File: src/hdl/ps2s1_pkg.sv
package ps2s1_pkg;

    typedef struct packed {
        logic shift;
        logic ctrl;
        logic prefix;
    } t_flags;

    localparam logic [7:0] SC_PREFIX   = 8'hE0;
    localparam logic [7:0] BREAK_BIT   = 8'h80;
    localparam logic [6:0] SC_CTRL     = 7'h1D;
    localparam logic [6:0] SC_LSHIFT   = 7'h2A;
    localparam logic [6:0] SC_RSHIFT   = 7'h36;
    localparam logic [6:0] SC_UP       = 7'h48;
    localparam logic [6:0] SC_DOWN     = 7'h50;
    localparam logic [6:0] SC_LEFT     = 7'h4B;
    localparam logic [6:0] SC_RIGHT    = 7'h4D;
    localparam logic [6:0] SC_DELETE   = 7'h53;

    localparam logic [7:0] CH_UP       = 8'h80;
    localparam logic [7:0] CH_DOWN     = 8'h81;
    localparam logic [7:0] CH_LEFT     = 8'h82;
    localparam logic [7:0] CH_RIGHT    = 8'h83;
    localparam logic [7:0] CH_DELETE   = 8'h7F;
    localparam logic [7:0] CTRL_MASK   = 8'h1F;

    localparam int         KEYMAP_LEN  = 58;

    localparam logic [7:0] PLAIN_MAP [0:KEYMAP_LEN-1] = '{
        8'h00, 8'h00, 8'h31, 8'h32, 8'h33, 8'h34, 8'h35, 8'h36,
        8'h37, 8'h38, 8'h39, 8'h30, 8'h2D, 8'h3D, 8'h08, 8'h09,
        8'h71, 8'h77, 8'h65, 8'h72, 8'h74, 8'h79, 8'h75, 8'h69,
        8'h6F, 8'h70, 8'h5B, 8'h5D, 8'h0A, 8'h00, 8'h61, 8'h73,
        8'h64, 8'h66, 8'h67, 8'h68, 8'h6A, 8'h6B, 8'h6C, 8'h3B,
        8'h27, 8'h60, 8'h00, 8'h5C, 8'h7A, 8'h78, 8'h63, 8'h76,
        8'h62, 8'h6E, 8'h6D, 8'h2C, 8'h2E, 8'h2F, 8'h00, 8'h00,
        8'h00, 8'h20
    };

    localparam logic [7:0] SHIFTED_MAP [0:KEYMAP_LEN-1] = '{
        8'h00, 8'h00, 8'h21, 8'h40, 8'h23, 8'h24, 8'h25, 8'h5E,
        8'h26, 8'h2A, 8'h28, 8'h29, 8'h5F, 8'h2B, 8'h08, 8'h09,
        8'h51, 8'h57, 8'h45, 8'h52, 8'h54, 8'h59, 8'h55, 8'h49,
        8'h4F, 8'h50, 8'h7B, 8'h7D, 8'h0A, 8'h00, 8'h41, 8'h53,
        8'h44, 8'h46, 8'h47, 8'h48, 8'h4A, 8'h4B, 8'h4C, 8'h3A,
        8'h22, 8'h7E, 8'h00, 8'h7C, 8'h5A, 8'h58, 8'h43, 8'h56,
        8'h42, 8'h4E, 8'h4D, 8'h3C, 8'h3E, 8'h3F, 8'h00, 8'h00,
        8'h00, 8'h20
    };

endpackage

File: src/hdl/ps2s1_xlate.sv
module ps2s1_xlate (
    input  logic [7:0]            i_scan_byte,
    input  ps2s1_pkg::t_flags     i_flags,
    output ps2s1_pkg::t_flags     o_flags,
    output logic                  o_res_valid,
    output logic [7:0]            o_character
);

    logic [6:0] code;
    logic       make;
    logic [7:0] key_char;
    logic [7:0] ext_char;
    logic [7:0] map_char;

    assign code = i_scan_byte[6:0];
    assign make = (i_scan_byte & ps2s1_pkg::BREAK_BIT) == 8'h00;

    always_comb begin
        case (code)
            ps2s1_pkg::SC_UP:     ext_char = ps2s1_pkg::CH_UP;
            ps2s1_pkg::SC_DOWN:   ext_char = ps2s1_pkg::CH_DOWN;
            ps2s1_pkg::SC_LEFT:   ext_char = ps2s1_pkg::CH_LEFT;
            ps2s1_pkg::SC_RIGHT:  ext_char = ps2s1_pkg::CH_RIGHT;
            ps2s1_pkg::SC_DELETE: ext_char = ps2s1_pkg::CH_DELETE;
            default:              ext_char = 8'h00;
        endcase
    end

    always_comb begin
        map_char = 8'h00;
        if (32'(code) < ps2s1_pkg::KEYMAP_LEN) begin
            map_char = i_flags.shift ? ps2s1_pkg::SHIFTED_MAP[code[5:0]]
                                     : ps2s1_pkg::PLAIN_MAP[code[5:0]];
        end
    end

    assign key_char = i_flags.prefix ? ext_char : map_char;

    always_comb begin
        o_flags     = i_flags;
        o_res_valid = 1'b0;
        o_character = key_char;
        if (i_scan_byte == ps2s1_pkg::SC_PREFIX) begin
            o_flags.prefix = 1'b1;
        end else if (code == ps2s1_pkg::SC_CTRL) begin
            o_flags.ctrl   = make;
            o_flags.prefix = 1'b0;
        end else if (code inside {ps2s1_pkg::SC_LSHIFT, ps2s1_pkg::SC_RSHIFT}) begin
            o_flags.shift  = make;
            o_flags.prefix = 1'b0;
        end else begin
            o_flags.prefix = 1'b0;
            o_res_valid    = make && (key_char != 8'h00);
            if (i_flags.ctrl) begin
                o_character = key_char & ps2s1_pkg::CTRL_MASK;
            end
        end
    end

endmodule

File: src/hdl/ps2_set1_scancode_to_ascii_unit.sv
// each scancode passes through the input register and then the result register
// throughput: one scancode per cycle, limited only by output stall
// the keymap lookup and flag update run in one pass between the input and result registers
// reset (synchronous, active low) clears shift, ctrl, prefix and both valid bits
module ps2_set1_scancode_to_ascii_unit (
    input  logic       i_clk,
    input  logic       i_rst_n,
    input  logic       i_in_valid,
    output logic       o_in_stall,
    input  logic [7:0] i_scan_byte,
    output logic       o_out_valid,
    input  logic       i_out_stall,
    output logic [7:0] o_character
);

    logic              r_in_valid;
    logic [7:0]        r_in_byte;
    logic              r_out_valid;
    logic [7:0]        r_out_char;
    ps2s1_pkg::t_flags r_flags;
    ps2s1_pkg::t_flags n_flags;
    logic              res_valid;
    logic [7:0]        res_char;
    logic              out_free;
    logic              fire;

    ps2s1_xlate u_xlate (
        .i_scan_byte (r_in_byte),
        .i_flags     (r_flags),
        .o_flags     (n_flags),
        .o_res_valid (res_valid),
        .o_character (res_char)
    );

    assign out_free    = !r_out_valid || !i_out_stall;
    assign fire        = r_in_valid && out_free;
    assign o_in_stall  = r_in_valid && !out_free;
    assign o_out_valid = r_out_valid;
    assign o_character = r_out_char;

    always_ff @(posedge i_clk) begin
        if (!i_rst_n) begin
            r_in_valid  <= 1'b0;
            r_out_valid <= 1'b0;
            r_flags     <= '0;
        end else begin
            if (!o_in_stall) begin
                r_in_valid <= i_in_valid;
            end
            if (out_free) begin
                r_out_valid <= fire && res_valid;
            end
            if (fire) begin
                r_flags <= n_flags;
            end
        end
    end

    always_ff @(posedge i_clk) begin
        if (!o_in_stall) begin
            r_in_byte <= i_scan_byte;
        end
        if (out_free) begin
            r_out_char <= res_char;
        end
    end

    a_reset_flags: assert property (@(posedge i_clk)
        !i_rst_n |=> (r_flags == '0 && !r_in_valid && !r_out_valid))
        else $error("flags or valids not cleared by reset");

    a_prefix_sets: assert property (@(posedge i_clk) disable iff (!i_rst_n)
        (fire && r_in_byte == ps2s1_pkg::SC_PREFIX) |=> r_flags.prefix)
        else $error("prefix byte did not set prefix flag");

    a_break_silent: assert property (@(posedge i_clk) disable iff (!i_rst_n)
        (fire && r_in_byte[7]) |=> !r_out_valid)
        else $error("break code produced a character");

    a_ctrl_masked: assert property (@(posedge i_clk) disable iff (!i_rst_n)
        (fire && res_valid && r_flags.ctrl) |=> (r_out_valid && o_character[7:5] == 3'b000))
        else $error("character not masked while ctrl held");

endmodule
File: config.mk
export PLATFORM = sky130hd
export DESIGN_NAME = ps2_set1_scancode_to_ascii_unit
export DESIGN_NICKNAME = d
export VERILOG_FILES = /design/src/hdl/ps2s1_pkg.sv /design/src/hdl/ps2s1_xlate.sv /design/src/hdl/ps2_set1_scancode_to_ascii_unit.sv
export SDC_FILE = /design/constraint.sdc
export NUM_CORES = 1
export LEC_CHECK = 0
export BUFFER_PORTS_ARGS = -buffer_cell sky130_fd_sc_hd__buf_2
export CORE_MARGIN = 3
export CORE_UTILIZATION = 59
export DETAILED_ROUTE_END_ITERATION = 7
export GPL_TIMING_DRIVEN = 1
export PLACE_DENSITY_LB_ADDON = 0.25
export REMOVE_ABC_BUFFERS = 1
export SLEW_MARGIN = 20
export SYNTH_ARGS = -nofsm -noshare
export SYNTH_HDL_FRONTEND = slang
export SYNTH_SLANG_ARGS = --single-unit
File: constraint.sdc
create_clock -name i_clk -period 3.9 [get_ports i_clk]
set_input_delay 0.39 -clock i_clk [delete_from_list [all_inputs] [get_ports i_clk]]
set_output_delay 0.39 -clock i_clk [all_outputs]
set_load 0.005 [all_outputs]
Word-level counts from Yosys, hierarchy flattened
Memory sizes are Yosys's and may differ from the RTL's.
Index checks and enable logic that the tools add are counted.
- multiplexer cells: 16
- bitwise gates (word level): 3
- $lt $le $gt $ge: 2
- equality and inequality tests: 9
- reduce and logical (&&, ||, !) cells: 13
- operators by type and width (operator ; count):
    8-bit 2-to-1 mux ; 11
    8-bit one-hot mux with 5 select lines ; 1
    7-bit == test (second input constant) ; 5
    7-bit by 6-bit == test with 1-bit output (second input constant) ; 2
    8-bit == test (second input constant) ; 1
    8-bit logical NOT ; 1
    8-bit nonzero test ; 1
    7-bit by 5-bit == test with 1-bit output (second input constant) ; 1
    7-bit greater-or-equal comparator (second input constant) ; 1
    7-bit by 6-bit less-than comparator with 1-bit output (second input constant) ; 1
    6-bit NOT with 7-bit output ; 1
    1-bit logical AND ; 4
    1-bit 2-to-1 mux ; 4
    4-bit AND reduction ; 1
    1-bit logical NOT ; 3
    3-bit AND reduction ; 1
    1-bit NOT ; 2
    2-bit nonzero test ; 1
    1-bit logical OR ; 1
- ROM bits: 1024
- bits in registers: 21
- memories kept: 2
- output and inout port bits: 10
- input port bits: 12
- logic and storage cells: 52
- memories (name ; depth ; width ; read ports ; clocked after Yosys merged registers in ; wr ports ; line ; RTL):
    (no name shown) ; 64 ; 8 ; 1 ; 0 ; 0 ; ps2s1_xlate.sv:33 ; : ps2s1_pkg::PLAIN_MAP[code[5:0]];
    (no name shown) ; 64 ; 8 ; 1 ; 0 ; 0 ; ps2s1_xlate.sv:32 ; map_char = i_flags.shift ? ps2s1_pkg::SHIFTED_MAP[code[5:0]]

Longest topological paths before layout
- depth after elaboration: 13
- gate-level depth with buffers: 10
- mapped depth without buffers: 8

By module
Synthesis repeated with hierarchy kept, for this count alone.
- cells, all modules: 238
- area total of the unflattened synthesis: 1990.7 um2
- modules (own cells, without submodules) (module ; seq. area each (um2) ; cells each ; area an instance (um2) ; instances):
    ps2s1_xlate ; 0.0 ; 200 ; 1297.5 ; 1
    ps2_set1_scancode_to_ascii_unit ; 580.6 ; 38 ; 693.2 ; 1

Worst setup path after synthesis
OpenSTA, ideal clock, no wires.
- kind: reg-to-reg
- from: reg r_in_byte[1]
- to: reg r_out_valid (netlist: o_out_valid)
- library setup time: 0.125 ns
- period minus slack after synthesis: 2.722 ns
- data required time: 3.775 ns
- slack: 1.178 ns
- arrival time: 2.597 ns
- cell stages (with the launch flop): 10
- buffers on the path: 1
- cell sequence: edfxtp_1 -> clkbuf_1 -> inv_1 -> ha_1 -> a211oi_1 -> a2111oi_0 -> a311o_1 -> a2111o_1 -> nand4b_1 -> o41a_1
- cells in the longest elaborated chain, start to end: 13
- elaborated cells on any way between the ends: 28
- classes of those cells: order compare: 1; eq/ne: 9; mux: 11; bitwise: 1; reduce/logical: 4; memory: 2
- ends and longest elaborated chain (element ; line ; RTL):
    from (decl) ; ps2_set1_scancode_to_ascii_unit.sv:17 ; logic [7:0] r_in_byte;
    from (signal assigned) ; ps2_set1_scancode_to_ascii_unit.sv:61 ; r_in_byte <= i_scan_byte;
    6-bit NOT with 7-bit output (implied by the code) ; ps2s1_xlate.sv:32, ps2s1_xlate.sv:33 ;
    memory read 64 x 8 bit (on tied branches) ; - ;
    8-bit 2-to-1 mux (on tied branches) (2 in a row) ; ps2s1_xlate.sv:33, ps2s1_xlate.sv:32 ;
    8-bit 2-to-1 mux ; ps2s1_xlate.sv:32 ;
    8-bit 2-to-1 mux ; ps2s1_xlate.sv:31 ; if (32'(code) < ps2s1_pkg::KEYMAP_LEN) begin
    8-bit 2-to-1 mux ; ps2s1_xlate.sv:37 ; assign key_char = i_flags.prefix ? ext_char : map_char;
    8-bit nonzero test ; ps2s1_xlate.sv:53 ; o_res_valid = make && (key_char != 8'h00);
    1-bit logical AND ; ps2s1_xlate.sv:53 ;
    1-bit 2-to-1 mux ; ps2s1_xlate.sv:48 ; end else if (code inside {ps2s1_pkg::SC_LSHIFT, ps2s1_pkg::SC_RSHIFT}) begin
    1-bit 2-to-1 mux ; ps2s1_xlate.sv:45 ; end else if (code == ps2s1_pkg::SC_CTRL) begin
    1-bit 2-to-1 mux * ; ps2s1_xlate.sv:43 ; if (i_scan_byte == ps2s1_pkg::SC_PREFIX) begin
    1-bit logical AND * ; ps2_set1_scancode_to_ascii_unit.sv:51 ; r_out_valid <= fire && res_valid;
    to (signal assigned) ; ps2_set1_scancode_to_ascii_unit.sv:51 ;
    to (decl) ; ps2_set1_scancode_to_ascii_unit.sv:18 ; logic r_out_valid;
Mark *: on every way between the ends. The rest lies on a longest branch, timed or not. The select of a mux whose other input is x is not followed.
A chain may end at the register's enable or synchronous reset.

Worst setup path after layout
- from: reg r_in_byte[0]
- to: reg r_out_valid (netlist: o_out_valid)
Same word-level chain as after synthesis.

==> flow_summary.yaml <==
finish:
  antenna_cells: 0
  multi_input_area_mm2: 0.00135
  seq_area_um2: 581
  nNetsFinal: 283
  final_cell_area_mm2: 0.00219
  fill_cells: 281
  area_delta_synth_final_pct: 5.75
  fin_util_pct: 68.2
  drive_above_1_share_pct: 14.3
hold_path:
  hold-path-cell-count: 1
  hold_path.class: "in -> reg"
  hold_start: "i_scan_byte[2]"
timing:
  setup_viol: 0
  fin_crit_ns: 3.04
  min_period_over_period_pct: 77.9
  fin_ws_ns: 0.863
  final-hold-violation-count: 0
  timing.fmax_mhz: 329
  slew_violations: 0
  fin_tns_setup_ns: 0
  grt_setup_unrepaired: "no"
  finClkSkew_ns: 0.00618
  tightest_slew_ns: 1.11
  relSlewSlack_pct: 25.7
route:
  antenna_left: 0
  wire_per_inst_um: 18.2
  route.detailed.drc: 0
  drt_iter0_markers: 218
  vias: 2036
  wl_um: 5500
  viasPerCell: 6.74
  firstDrtPassIters: 6
global_route:
  grt_pass1_wl_um: 9020
  grt_max_degree: 41
  overflow: 0
  grt_pass1_vias: 1825
  antenna_found_initial: 0
  grt.total_usage_pct: 27.2
yosys:
  yosys_warnings: 0
  syn_area_mm2: 0.00207
  ys.flop_type: "edfxtp_1"
  synth-seq-cells: 21
  synth_area_leaders: "edfxtp_1 23%, ha_1 7.3%, dfxtp_1 4.8%, nand2_1 4.4%, a21oi_1 3.1%"
  synthTopCellsByCount: "24 x nand2_1, 16 x edfxtp_1, 14 x nor2_1"
  netlist.area_leader.share_pct: 23.2
  syn_inst: 249
  synth_most_common_cell: "nand2_1"
  async_flop_share_pct: 0
  synth_area_per_cell_um2: 8.30
  ys_seq_area_share_pct: 28.1
  synth_top_area_cell: "edfxtp_1"
  synth-edff-count: 16
  synthDistinctLibCells: 61
floorplanning:
  die_w_um: 65.2
  die_h_um: 65.2
  row_count: 20
  start_util_pct: 64.5
  die_area_mm2: 0.00425
  coreArea_mm2: 0.00320
  io_pins: 22
worst_setup_path:
  crit_chain: "inv_1 > ha_1 > a211oi_1 > a2111oi_0 > a311o_1 > a2111o_1 > nand4b_1 > o41a_1"
  crit_start: "r_in_byte[0]"
  reg2regPathDepth: 8
  r2r_start: "r_in_byte[0]"
  cp.depth: 8
  cp_max_fo: 16
  startpoint_type: "register"
  reg2reg_setup_slack_ns: 0.86
  crit_path_top_delay_cell: "edfxtp_1"
  crit_required_ns: 4.09
  crit_family: "compound AO/OA/AOI/OAI gates"
  cp_slowest_stage_delay_ns: 0.74
  worst-path-buf-inv: 1
  crit_arrival_ns: 3.23
  cp-end-kind: "register"
  crit_type: "reg -> reg"
placed_design:
  io_buffer_count: 21
  gp_congestion: 1.01
  hpwl_um: 4060
  dp_slack_ns: 0.938
  place_area_mm2: 0.00216
clock_network:
  numCtsBuffers: 3
  cts-htree-levels: 1
  ctsHoldBuffers: 0
  cts_setup_buffers: 0
  clkSinkCount: 21
  insertion_delay_ns: 0.30
  cts_root_buf: "clkbuf_4"
  clk_pin_slew_worst_paths_ns: 0.10
  cts_buffer_depth: 2
  cts-resized-gates: 0
  cts_tree: "done"
status:
  status: "finished clean"
power:
  power_density_mw_per_mm2: 241
  ir_drop_mv: 0.270
  p_leak_nw: 0.869
job:
  drv_cap: 0
routing by layer:
| metal | vias to the layer above | part of all wire, % | global-route usage [%] |
|---|---|---|---|
| li1 | 960 | - | - |
| met1 | 896 | 39 | 37.6 |
| met2 | 149 | 43 | 40.5 |
| met3 | 31 | 13 | 7.69 |
| met4 | 0 | 4.0 | 10.1 |
| met5 | - | 0 | 0 |
report_power, final:
part | total (W) | switching [W] | internal [W]
Sequential | 0.000278 | 0.0000224 | 0.000256
Combinational | 0.000151 | 0.0000866 | 0.0000640
Clock | 0.0000983 | 0.0000585 | 0.0000399
Total | 0.000527 | 0.000167 | 0.000360
cells in the final DEF, fill, tap and decap left out, types with 3 or more instances in the layout:
cell	n
a2111oi_0	3
a211oi_1	4
a21o_1	3
a21oi_1	13
and2_1	6
buf_2	21
buf_4	5
clkbuf_4	3
dfxtp_1	5
edfxtp_1	16
ha_1	12
inv_1	7
nand2_1	24
nand2b_1	5
nand3_1	8
nand3b_1	4
nand4_1	5
nor2_1	14
nor2b_1	9
nor3_1	5
o211ai_1	7
o21a_1	8
o21ai_0	11
o311ai_0	5
or2_2	4
cell type report:
class | instances | share of cell area, %
flip-flops and latches | 21 | 26.6
clock buffers | 4 | 1.20
inverters | 9 | 1.55
multi-input cells | 198 | 61.6
repair buffers | 26 | 6.53
well taps | 44 | 2.52
flip-flops by register name, indices dropped and copies added, names as in the netlist:
register,cells
o_out_valid,1
r_in_byte,8
r_flags,3
o_character,8
r_in_valid,1
per-stage QoR:
stage,instances,hold WS (ns),total power [W]
finish,302,0.264,0.000527
global route,302,0.247,0.000557
CTS,302,0.253,0.000525
detailed placement,298,0.511,0.000428
global placement,298,0.494,0.000426
floorplan,228,0.476,0.000375
logic make-up after synthesis:
| group | share of synthesized area [%] |
|---|---|
| AOI/OAI and AO/OA | 27.7 |
| muxes | 2.84 |
| DFF | 28.1 |
| and+or+nand+nor | 25.7 |
| adders and majority gates | 7.26 |
| xor gates and xnor gates | 1.70 |
| buffers and inverters | 6.72 |
worst paths after layout:
kind	endpoint
setup / recovery	o_out_valid
hold reg to reg	r_flags[1]
hold / removal	r_in_byte[2]
setup reg to reg	o_out_valid
worst register-to-register path: stages (launching register included):
cell	delay [ns]
edfxtp_1	0.74
inv_1	0.25
ha_1	0.38
a211oi_1	0.24
a2111oi_0	0.10
a311o_1	0.35
a2111o_1	0.39
nand4b_1	0.18
o41a_1	0.32
Power figures use the tool's default switching activity.
